### config.mk
export PLATFORM = sky130hd
export DESIGN_NAME = key_value_map_table_top
export DESIGN_NICKNAME = d
export VERILOG_FILES = /design/src/rtl/kvm_pkg.sv /design/src/rtl/kvm_slot_store.sv /design/src/rtl/kvm_cmp.sv /design/src/rtl/key_value_map_table_top.sv
export SDC_FILE = /design/constraint.sdc
export NUM_CORES = 2
export LEC_CHECK = 0
export BUFFER_PORTS_ARGS = -buffer_cell sky130_fd_sc_hd__buf_4
export CORE_MARGIN = 4
export CORE_UTILIZATION = 40
export CTS_BUF_LIST = sky130_fd_sc_hd__clkbuf_4
export DETAILED_ROUTE_END_ITERATION = 10
export GPL_TIMING_DRIVEN = 0
export PLACE_DENSITY_LB_ADDON = 0.25
export SYNTH_ARGS = -nofsm -noshare
export SYNTH_HDL_FRONTEND = slang
export SYNTH_SLANG_ARGS = --single-unit
### constraint.sdc
create_clock -name aclk -period 3.8 [get_ports aclk]
set_input_delay 0.19 -clock aclk [delete_from_list [all_inputs] [get_ports aclk]]
set_output_delay 0.19 -clock aclk [all_outputs]
set_load 0.01 [all_outputs]
### src/rtl/kvm_pkg.sv
// ----------------------------------------------------------------------------
// kvm_pkg
// shared constants and types of the key/value map table
// ----------------------------------------------------------------------------
package kvm_pkg;

    localparam int CAPACITY = 16;
    localparam int IDX_W    = (CAPACITY > 1) ? $clog2(CAPACITY) : 1;
    localparam int CNT_W    = $clog2(CAPACITY + 1);

    localparam int ACT_W    = 2;
    localparam int KEY_W    = 32;
    localparam int VAL_W    = 32;
    localparam int OCNT_W   = 5;
    localparam int CFG_W    = 32;
    localparam int CFG_IDX_W = 1;

    localparam int S_DATA_W = ((ACT_W + KEY_W + VAL_W + 7) / 8) * 8;
    localparam int M_DATA_W = ((VAL_W + 1 + 1 + OCNT_W + 1 + KEY_W + 7) / 8) * 8;

    localparam logic [ACT_W-1:0] ACT_ADD    = 2'd0;
    localparam logic [ACT_W-1:0] ACT_SEARCH = 2'd1;
    localparam logic [ACT_W-1:0] ACT_REMOVE = 2'd2;

    localparam logic [CFG_IDX_W-1:0] REG_ABSENT_VALUE = 1'd0;
    localparam logic [CFG_IDX_W-1:0] REG_ABSENT_KEY   = 1'd1;

    localparam logic [CFG_W-1:0] ABSENT_RESET = 32'hFFFE_4DF9;

    typedef struct packed {
        logic                    valid;
        logic signed [KEY_W-1:0] key;
        logic signed [VAL_W-1:0] value;
    } slot_rd_t;

    typedef struct packed {
        logic                    ins;
        logic                    upd;
        logic                    clr;
        logic [IDX_W-1:0]        idx;
        logic signed [KEY_W-1:0] key;
        logic signed [VAL_W-1:0] value;
    } slot_wr_t;

    typedef struct packed {
        logic eq;
        logic lt;
    } cmp_res_t;

endpackage

### src/rtl/kvm_slot_store.sv
// ----------------------------------------------------------------------------
// kvm_slot_store
// key, value and valid storage of the table slots, one read and one write port
// ----------------------------------------------------------------------------
module kvm_slot_store (
    input  logic                      aclk,
    input  logic                      aresetn,
    input  logic [kvm_pkg::IDX_W-1:0] rd_idx,
    output kvm_pkg::slot_rd_t         rd,
    input  kvm_pkg::slot_wr_t         wr
);
    import kvm_pkg::*;

    logic signed [KEY_W-1:0] key_mem [CAPACITY];
    logic signed [VAL_W-1:0] val_mem [CAPACITY];
    logic [CAPACITY-1:0]     valid_reg;
    slot_rd_t                rd_reg;

    always_ff @(posedge aclk) begin
        if (!aresetn) begin
            valid_reg <= '0;
        end else if (wr.ins) begin
            valid_reg[wr.idx] <= 1'b1;
        end else if (wr.clr) begin
            valid_reg[wr.idx] <= 1'b0;
        end
    end

    always_ff @(posedge aclk) begin
        if (wr.ins) begin
            key_mem[wr.idx] <= wr.key;
        end
        if (wr.ins || wr.upd) begin
            val_mem[wr.idx] <= wr.value;
        end
    end

    // registered read, data follows the address in the next cycle
    always_ff @(posedge aclk) begin
        rd_reg.valid <= valid_reg[rd_idx];
        rd_reg.key   <= key_mem[rd_idx];
        rd_reg.value <= val_mem[rd_idx];
    end

    assign rd = rd_reg;

endmodule

### src/rtl/kvm_cmp.sv
// ----------------------------------------------------------------------------
// kvm_cmp
// shared compare unit: key match and signed less-than against the running min
// ----------------------------------------------------------------------------
module kvm_cmp (
    input  logic signed [kvm_pkg::KEY_W-1:0] cand,
    input  logic signed [kvm_pkg::KEY_W-1:0] item_key,
    input  logic signed [kvm_pkg::KEY_W-1:0] min_key,
    output kvm_pkg::cmp_res_t                res
);
    import kvm_pkg::*;

    assign res.eq = (cand == item_key);
    assign res.lt = (cand < min_key);

endmodule

### src/rtl/key_value_map_table_top.sv
// ----------------------------------------------------------------------------
// key_value_map_table_top
// bounded key/value table with add, search and remove, scanned slot by slot
// ----------------------------------------------------------------------------
// An item passes three states: ST_IDLE takes the beat, ST_SCAN reads the
// slots one by one while the single compare unit scans the table for the
// key, the lowest free slot and the smallest remaining key, and ST_FINISH
// folds in the item key and writes back. The result is held in an
// output register; s_tready rises again right after write back, and the next
// write back waits while an earlier result has not been taken.
module key_value_map_table_top (
    input  logic                             aclk,
    input  logic                             aresetn,
    input  logic                             cfg_wr_en,
    input  logic [kvm_pkg::CFG_IDX_W-1:0]    cfg_index,
    input  logic [kvm_pkg::CFG_W-1:0]        cfg_wdata,
    input  logic                             s_tvalid,
    output logic                             s_tready,
    // action, item_key, item_value
    input  logic [kvm_pkg::S_DATA_W-1:0]     s_tdata,
    output logic                             m_tvalid,
    input  logic                             m_tready,
    // old_value, hit, table_full, entry_count, is_empty, smallest_key
    output logic [kvm_pkg::M_DATA_W-1:0]     m_tdata
);
    import kvm_pkg::*;

    typedef enum logic [1:0] {ST_IDLE, ST_SCAN, ST_FINISH} state_t;

    state_t                  state_reg;
    logic [ACT_W-1:0]        act_reg;
    logic signed [KEY_W-1:0] key_reg;
    logic signed [VAL_W-1:0] val_reg;
    logic [IDX_W-1:0]        idx_reg;
    logic                    hit_reg;
    logic [IDX_W-1:0]        hit_idx_reg;
    logic signed [VAL_W-1:0] old_reg;
    logic                    any_reg;
    logic signed [KEY_W-1:0] min_reg;
    logic                    free_found_reg;
    logic [IDX_W-1:0]        free_idx_reg;
    logic [CNT_W-1:0]        count_reg;
    logic signed [VAL_W-1:0] absent_value_reg;
    logic signed [KEY_W-1:0] absent_key_reg;
    logic                    m_valid_reg;
    logic [M_DATA_W-1:0]     m_data_reg;

    slot_rd_t                rd;
    slot_wr_t                wr;
    cmp_res_t                res;
    logic signed [KEY_W-1:0] cand;
    logic [IDX_W-1:0]        rd_idx;

    logic                    finish_go;
    logic                    is_add;
    logic                    inserting;
    logic                    removing;
    logic                    full_flag;
    logic [CNT_W-1:0]        count_next;
    logic signed [KEY_W-1:0] min_next;
    logic signed [VAL_W-1:0] old_next;

    // address one slot ahead so the registered read lines up with idx_reg
    assign rd_idx = (state_reg == ST_SCAN) ? idx_reg + IDX_W'(1) : '0;

    kvm_slot_store u_store (
        .aclk    (aclk),
        .aresetn (aresetn),
        .rd_idx  (rd_idx),
        .rd      (rd),
        .wr      (wr)
    );

    assign cand = (state_reg == ST_FINISH) ? key_reg : rd.key;

    kvm_cmp u_cmp (
        .cand     (cand),
        .item_key (key_reg),
        .min_key  (min_reg),
        .res      (res)
    );

    always_comb begin
        is_add   = 1'b0;
        removing = 1'b0;
        case (act_reg)
            ACT_ADD:    is_add   = 1'b1;
            ACT_REMOVE: removing = hit_reg;
            default:    is_add   = 1'b0;
        endcase
        inserting  = is_add && !hit_reg && (count_reg < CNT_W'(CAPACITY)) && free_found_reg;
        full_flag  = is_add && !hit_reg && !inserting;
        count_next = count_reg;
        if (inserting) begin
            count_next = count_reg + CNT_W'(1);
        end else if (removing) begin
            count_next = count_reg - CNT_W'(1);
        end
        if (((hit_reg && !removing) || inserting) && (!any_reg || res.lt)) begin
            min_next = key_reg;
        end else if (any_reg) begin
            min_next = min_reg;
        end else begin
            min_next = absent_key_reg;
        end
        old_next  = hit_reg ? old_reg : absent_value_reg;
        finish_go = (state_reg == ST_FINISH) && (!m_valid_reg || m_tready);

        wr.ins   = finish_go && inserting;
        wr.upd   = finish_go && is_add && hit_reg;
        wr.clr   = finish_go && removing;
        wr.idx   = inserting ? free_idx_reg : hit_idx_reg;
        wr.key   = key_reg;
        wr.value = val_reg;
    end

    always_ff @(posedge aclk) begin
        if (!aresetn) begin
            absent_value_reg <= ABSENT_RESET;
            absent_key_reg   <= ABSENT_RESET;
        end else if (cfg_wr_en) begin
            case (cfg_index)
                REG_ABSENT_VALUE: absent_value_reg <= cfg_wdata;
                REG_ABSENT_KEY:   absent_key_reg   <= cfg_wdata;
                default:          absent_value_reg <= absent_value_reg;
            endcase
        end
    end

    always_ff @(posedge aclk) begin
        if (!aresetn) begin
            state_reg   <= ST_IDLE;
            count_reg   <= '0;
            m_valid_reg <= 1'b0;
            idx_reg     <= '0;
        end else begin
            if (m_valid_reg && m_tready && !finish_go) begin
                m_valid_reg <= 1'b0;
            end
            case (state_reg)
                ST_IDLE: begin
                    if (s_tvalid) begin
                        act_reg        <= s_tdata[ACT_W-1:0];
                        key_reg        <= s_tdata[ACT_W +: KEY_W];
                        val_reg        <= s_tdata[ACT_W+KEY_W +: VAL_W];
                        idx_reg        <= '0;
                        hit_reg        <= 1'b0;
                        any_reg        <= 1'b0;
                        free_found_reg <= 1'b0;
                        state_reg      <= ST_SCAN;
                    end
                end
                ST_SCAN: begin
                    if (rd.valid && res.eq) begin
                        hit_reg     <= 1'b1;
                        hit_idx_reg <= idx_reg;
                        old_reg     <= rd.value;
                    end
                    if (!rd.valid && !free_found_reg) begin
                        free_found_reg <= 1'b1;
                        free_idx_reg   <= idx_reg;
                    end
                    if (rd.valid && !res.eq && (!any_reg || res.lt)) begin
                        any_reg <= 1'b1;
                        min_reg <= rd.key;
                    end
                    if (idx_reg == IDX_W'(CAPACITY - 1)) begin
                        state_reg <= ST_FINISH;
                    end else begin
                        idx_reg <= idx_reg + IDX_W'(1);
                    end
                end
                ST_FINISH: begin
                    if (finish_go) begin
                        count_reg   <= count_next;
                        m_valid_reg <= 1'b1;
                        m_data_reg  <= M_DATA_W'({min_next, (count_next == '0),
                                        OCNT_W'(count_next), full_flag, hit_reg, old_next});
                        state_reg   <= ST_IDLE;
                    end
                end
                default: state_reg <= ST_IDLE;
            endcase
        end
    end

    assign s_tready = (state_reg == ST_IDLE);
    assign m_tvalid = m_valid_reg;
    assign m_tdata  = m_data_reg;

    // count never beyond capacity
    a_count_bound: assert property (@(posedge aclk) disable iff (!aresetn)
        m_tvalid |-> (m_tdata[VAL_W+2 +: OCNT_W] <= OCNT_W'(CAPACITY)))
        else $error("entry count beyond capacity");

    // empty flag agrees with count
    a_empty_flag: assert property (@(posedge aclk) disable iff (!aresetn)
        m_tvalid |-> (m_tdata[VAL_W+2+OCNT_W] == (m_tdata[VAL_W+2 +: OCNT_W] == '0)))
        else $error("empty flag disagrees with count");

    // refusal only on a miss with a full table
    a_full_refusal: assert property (@(posedge aclk) disable iff (!aresetn)
        (m_tvalid && m_tdata[VAL_W+1]) |->
            (!m_tdata[VAL_W] && (m_tdata[VAL_W+2 +: OCNT_W] == OCNT_W'(CAPACITY))))
        else $error("table full flagged on hit or with room left");

    // one item at a time
    a_busy_after_accept: assert property (@(posedge aclk) disable iff (!aresetn)
        (s_tvalid && s_tready) |=> !s_tready)
        else $error("ready while an item is in work");

endmodule
# ---- Word-level counts from Yosys, hierarchy flattened
# Memories as Yosys holds them, arrays and structs flattened. A register that Yosys moved wholly into a read port is not among the register bits.
# Index checks and enable logic that the tools add are counted.
dict set report op_classes {
  n_bitwise 4
  n_lt_le_gt_ge 5
  muxes 37
  n_reduce_logical 49
  n_addsub 3
  n_eq_ne 12
}
# op count
set ops {}
lappend ops {{32-bit 2-to-1 mux} 4}
lappend ops {{32-bit == test} 1}
lappend ops {{32-bit less-than comparator} 1}
lappend ops {{16-bit 2-to-1 mux} 2}
lappend ops {{3-bit AND reduction} 7}
lappend ops {{1-bit logical AND} 18}
lappend ops {{16-bit AND} 1}
lappend ops {{4-bit 2-to-1 mux} 4}
lappend ops {{16-bit NOT} 1}
lappend ops {{16-bit OR} 1}
lappend ops {{1-bit 2-to-1 mux} 15}
lappend ops {{4-bit AND reduction} 3}
lappend ops {{4-bit by 5-bit less-than comparator with 1-bit output, second input constant} 2}
lappend ops {{5-bit 2-to-1 mux} 2}
lappend ops {{1-bit logical NOT} 9}
lappend ops {{2-bit by 1-bit inequality test with 1-bit output, second input constant} 4}
lappend ops {{4-bit case mux with 2 select lines} 1}
lappend ops {{2-bit 2-to-1 mux} 3}
lappend ops {{2-bit inequality test, second input constant} 3}
lappend ops {{1-bit case mux with 2 select lines} 3}
lappend ops {{2-bit case mux with 3 select lines} 1}
lappend ops {{2-bit AND reduction} 3}
lappend ops {{5-bit by 1-bit adder with 5-bit output, second input constant} 1}
lappend ops {{5-bit logical NOT} 1}
lappend ops {{13 further kinds} 19}
dict set report word_totals {
  memories 2
  mem_bits_rw 1024
  out_inout_bits 74
  in_bits 110
  regBits 306
  word_cells 131
}
# memory words word_bits read_ports rd_clocked_by_memory_dff wr line_no
set memory_table {}
lappend memory_table {u_store.key_mem 16 32 1 1 1 kvm_slot_store.sv:14} ;# logic signed [KEY_W-1:0] key_mem [CAPACITY];
lappend memory_table {u_store.val_mem 16 32 1 1 1 kvm_slot_store.sv:15} ;# logic signed [VAL_W-1:0] val_mem [CAPACITY];

# ---- Logic depth before layout (Yosys ltp)
dict set report depth {
  ltp_word 14
  ltp_mapped 14
  ltp_nobuf 10
}

# ---- By module
# From an unflattened synthesis, not the netlist that was laid out.
dict set report unflattened {
  cells_unflattened 2719
  hier_area_um2 52719.3
}
# mod seq_area_each_um2 instances area_per_inst_um2 cells_per_inst
set by_module_without_submodules {}
lappend by_module_without_submodules {kvm_slot_store 32371.0 1 40580.2 1768}
lappend by_module_without_submodules {key_value_map_table_top 7917.6 1 11000.6 795}
lappend by_module_without_submodules {kvm_cmp 0.0 1 1138.6 156}

# ---- Worst setup path after synthesis
# OpenSTA, ideal clock, no wires.
dict set report synth_path {
  path_type {reg-to-reg}
  startpoint {reg state_reg[0]}
  endpoint {reg min_reg[0] (enable)}
  path_buffers 3
  path_stages_with_launch 14
  slack_ns -0.392
  required_ns 3.368
  setup_time_ns 0.432
  period_less_slack_ns 4.192
  arrival_ns 3.761
  path_cell_list {dfxtp_1 buf_6 nor2b_1 buf_2 clkbuf_1 nand2_1 nand2_1 ha_1 a21o_1 a31oi_1 nand4b_1 o31ai_2 nand4_1 a21oi_1}
}
dict set report synth_via {
  elab_chain_len 7
  word_cells_on_any_way 10
  classes_between {order compare: 1; eq/ne: 3; mux: 1; reduce/logical: 5}
}
# item line_no
set synth_rtl {}
lappend synth_rtl {{from (decl)} key_value_map_table_top.sv:30} ;# state_t state_reg;
lappend synth_rtl {{from (signal assigned)} key_value_map_table_top.sv:132} ;# state_reg <= ST_IDLE;
lappend synth_rtl {{from (signal assigned)} key_value_map_table_top.sv:150} ;# state_reg <= ST_SCAN;
lappend synth_rtl {{from (signal assigned)} key_value_map_table_top.sv:168} ;# state_reg <= ST_FINISH;
lappend synth_rtl {{branches (longest 6 deep; another with 32-bit less-than comparator)} -}
lappend synth_rtl {{3-bit AND reduction (no source line) (*)} -}
lappend synth_rtl {{to (signal assigned)} key_value_map_table_top.sv:165} ;# min_reg <= rd.key;
lappend synth_rtl {{to (decl)} key_value_map_table_top.sv:39} ;# logic signed [KEY_W-1:0] min_reg;
# Mark *: on every way between the ends.
# A chain may end at the register's enable or synchronous reset.

# ---- Worst setup path after layout
dict set report layout_path {
  startpoint {reg state_reg[0]}
  endpoint {reg m_data_reg[68], in the netlist m_tdata[68], data pin}
}
dict set report layout_via {
  elab_chain_len 6
}
# item line_no
set layout_rtl {}
lappend layout_rtl {{2-bit == test} key_value_map_table_top.sv:74} ;# assign cand = (state_reg == ST_FINISH) ? key_reg : rd.key;
lappend layout_rtl {{32-bit 2-to-1 mux} key_value_map_table_top.sv:74}
lappend layout_rtl {{32-bit less-than comparator} kvm_cmp.sv:14} ;# assign res.lt = (cand < min_key);
lappend layout_rtl {{1-bit logical OR} key_value_map_table_top.sv:99} ;# if (((hit_reg && !removing) || inserting) && (!any_reg || res.lt)) begin
lappend layout_rtl {{1-bit logical AND} key_value_map_table_top.sv:99}
lappend layout_rtl {{32-bit 2-to-1 mux} key_value_map_table_top.sv:99}
lappend layout_rtl {{named net min_next[28]} key_value_map_table_top.sv:60} ;# logic signed [KEY_W-1:0] min_next;
lappend layout_rtl {{to (signal assigned)} key_value_map_table_top.sv:177} ;# m_data_reg <= M_DATA_W'({min_next, (count_next == '0),
lappend layout_rtl {{to (decl)} key_value_map_table_top.sv:46} ;# logic [M_DATA_W-1:0] m_data_reg;
# The timed path passes the listed nets, and every way through them passes these cells.

==> impl_metrics.tcl <==
set metrics [dict create \
    status "complete, no violations" \
    ys_seq_elements 1394 \
    fin_nets 4471 \
    fin_setup_tns_ns 0 \
    period_needed_ns 3.717 \
    synth_top_cell_area_share 0.6742 \
    power_density_nw_per_um2 464.6 \
    max_slew_margin 0.2749 \
    ys_seq_area_frac 0.7312 \
    wl_per_cell_um 23.41 \
    drive_gt1_frac 0.2251 \
    vias 33690 \
    overflow 0 \
    rsz0062_at_grt "yes" \
    synth_area_um2 55100 \
    synth.largest_area_cell "edfxtp_1" \
    drv_cap 0 \
    dpl_worst_slack_ns -0.4820 \
    grt_pass1_wl_um 215900 \
    total_power_w 0.03090 \
    path_clk_slew_ns 0.06 \
    insertion_delay_ns 1.23 \
    met1Wirelength_um 64700 \
    cts-root-buf "clkbuf_4" \
    cts_tree "yes" \
    required_ns 4.73 \
    rows 135 \
    hold_viol 0 \
    htree_levels 5 \
    final_cell_mix "edfxtp_1, clkbuf_4, nand2_1, mux2i_1, dlygate4sd3_1" \
    cts_buffers 361 \
    power_leakage_nw 22.68 \
    async_reset_ff_frac 0 \
    fin_hold_ws_ns 0.1764 \
    layout_commonest_cell "edfxtp_1" \
    r2r_slack_ns 0.08 \
    grt_pass1_vias 33720 \
    timing.rr.end "m_tdata[68]" \
    reg.largest.list "u_store.key_mem x512, u_store.val_mem x512, m_tdata x72" \
    fmax_mhz 269.0 \
    grt_max_degree 73 \
    dp_hpwl_um 103200 \
    io_pins 184 \
    synth_enable_flop_cells 1237 \
    place_congestion 0.8971 \
    core_area_um2 136100 \
    fin_ws_ns 0.08289 \
    drt_pass1_iterations 6 \
    die_h_um 379.1 \
    finClkSkew_ns 0.07793 \
    rr_worst_depth 14 \
    antenna_found_initial 10 \
    worst_pin_slew_ns 1.086 \
    io_buffers 176 \
    top_layer "met4" \
    min_path_type "input port to flip-flop" \
    ant_nets 0 \
    clk_path_buf_depth 4 \
    final_util 0.4885 \
    yosysWarningCount 0 \
    die_area_um2 143700 \
    start_util 0.4047 \
    holdPathEnd "free_found_reg" \
    cts.sinks 1394 \
    grt_usage 0.2051 \
    drc_errors 0 \
    setup_viol 0 \
    min-delay-start "aresetn" \
    worstPathArrival_ns 4.65 \
    critPathLaunchType "flip-flop" \
    ir_drop_uv 327.8 \
    syn_nets 3665 \
    ys_types 61 \
    met3_length_um 11700 \
    syn_to_final_growth_pct 20.72 \
    nFillCells 11680 \
    critPathMaxFanout 10 \
    first_iter_violations 3034 \
    viasPerCell 5.304 \
    hold_depth 4 \
    synth_top_flop_cell "edfxtp_1" \
    timing.rr.start "state_reg[0]" \
    netlist_instances 3521 \
    chipWidth_um 379.1 \
    wl_met2_um 67200 \
    avgSynthCellArea_um2 15.65 \
    wl_um 148700 \
    slew_violations 0 \
    timing.final.crit_share 0.9782 \
    ys_top_cells_by_area "edfxtp_1, mux2i_1, dfxtp_1" \
    critPathCaptureType "flip-flop" \
    crit_type "flip-flop to flip-flop" \
]
==> area by class of cell <==
type	count	area (µm²)	area share
clock inverter	86	420.4	0.006321
clock buffer	513	3851	0.05790
buffer	217	1012	0.01522
multi-input combinational	1867	13920	0.2094
tap	1781	2228	0.03350
sequential	1394	40290	0.6058
antenna	7	17.52	0.0002634
timing repair buffer	444	4607	0.06927
inverter	42	160.2	0.002408
==> synthesized netlist by cell type (34+ instances only) <==
master	count
clkbuf_1	127
mux2_2	63
o21ai_0	42
ha_1	34
nand3_1	59
nor2_1	43
a21oi_1	80
buf_2	66
nor2b_1	144
edfxtp_1	1237
mux2i_1	327
a211oi_1	196
nand2_1	492
mux4_2	65
a311oi_1	65
inv_1	41
dfxtp_1	157
a31oi_1	75
==> report_power, final <==
group	internal [W]	switching (W)
clock	0.00636	0.00579
combinational	0.000772	0.000971
sequential	0.0167	0.000261
==> worst max-delay path by stage <==
stage                                    to  slack, ns          from
CTS                          u_store.rd[44]       0.05    idx_reg[0]
global placement    u_store.val_mem[11][13]      -3.01    act_reg[1]
floorplan            u_store.val_mem[11][0]      -0.35    act_reg[1]
detailed placement              m_tdata[68]      -0.48  state_reg[0]
finish                          m_tdata[68]       0.08  state_reg[0]
global route                    m_tdata[52]    -0.0006  state_reg[0]
==> layer usage <==
| layer | GRT usage | vias up |
|---|---|---|
| met2 | 0.3156 | 1476 |
| met1 | 0.2831 | 16620 |
| met5 | 0 | - |
| li1 | - | 15340 |
| met4 | 0.08428 | 0 |
| met3 | 0.04510 | 255 |
==> worst max-delay path, cell delays in order (launching register included) <==
cell	delay, ns
dfxtp_1	0.30
buf_6	0.13
nand2b_1	0.12
buf_2	0.19
clkbuf_2	0.24
nand2_1	0.11
nand2_1	0.06
ha_1	0.38
nand4_1	0.23
or4_1	0.58
a31oi_1	0.26
o31ai_2	0.14
nor4b_4	0.16
buf_6	0.18
mux2i_2	0.36
==> cell families (layout without fill, tap and decap cells) <==
kind of cell               after synthesis  in the layout  share of synthesized area
DFF                                   1394           1394                     0.7312
and+or+nand+nor                        812            812                    0.06761
AOI/OAI and AO/OA                      532            532                    0.06788
muxes                                  456            456                    0.09906
buffers and inverters                  260           1302                    0.02112
adders and majority gates               34             34                   0.007721
xor gates and xnor gates                33             33                   0.005382
other                                    0              7                          0
==> per-stage QoR <==
| stage | instance area [µm²] | cells |
|---|---|---|
| 3_5_place_dp | 59950 | 5522 |
| 6_report | 66510 | 6351 |
| 5_1_grt | 66500 | 6345 |
| 3_3_place_gp | 58660 | 5478 |
| 4_1_cts | 66450 | 6341 |
| 2_1_floorplan | 55110 | 3521 |
==> what timing repair did <==
item / CTS / global route
resized for setup: 7 / 6
hold endpoints to repair: 307 / 0
pin swaps: 1 / 0
setup endpoints to repair: 70 / 11
buffers inserted: 2 / 3
hold buffers: 219 / 0
(Power assumes the default switching activity.)
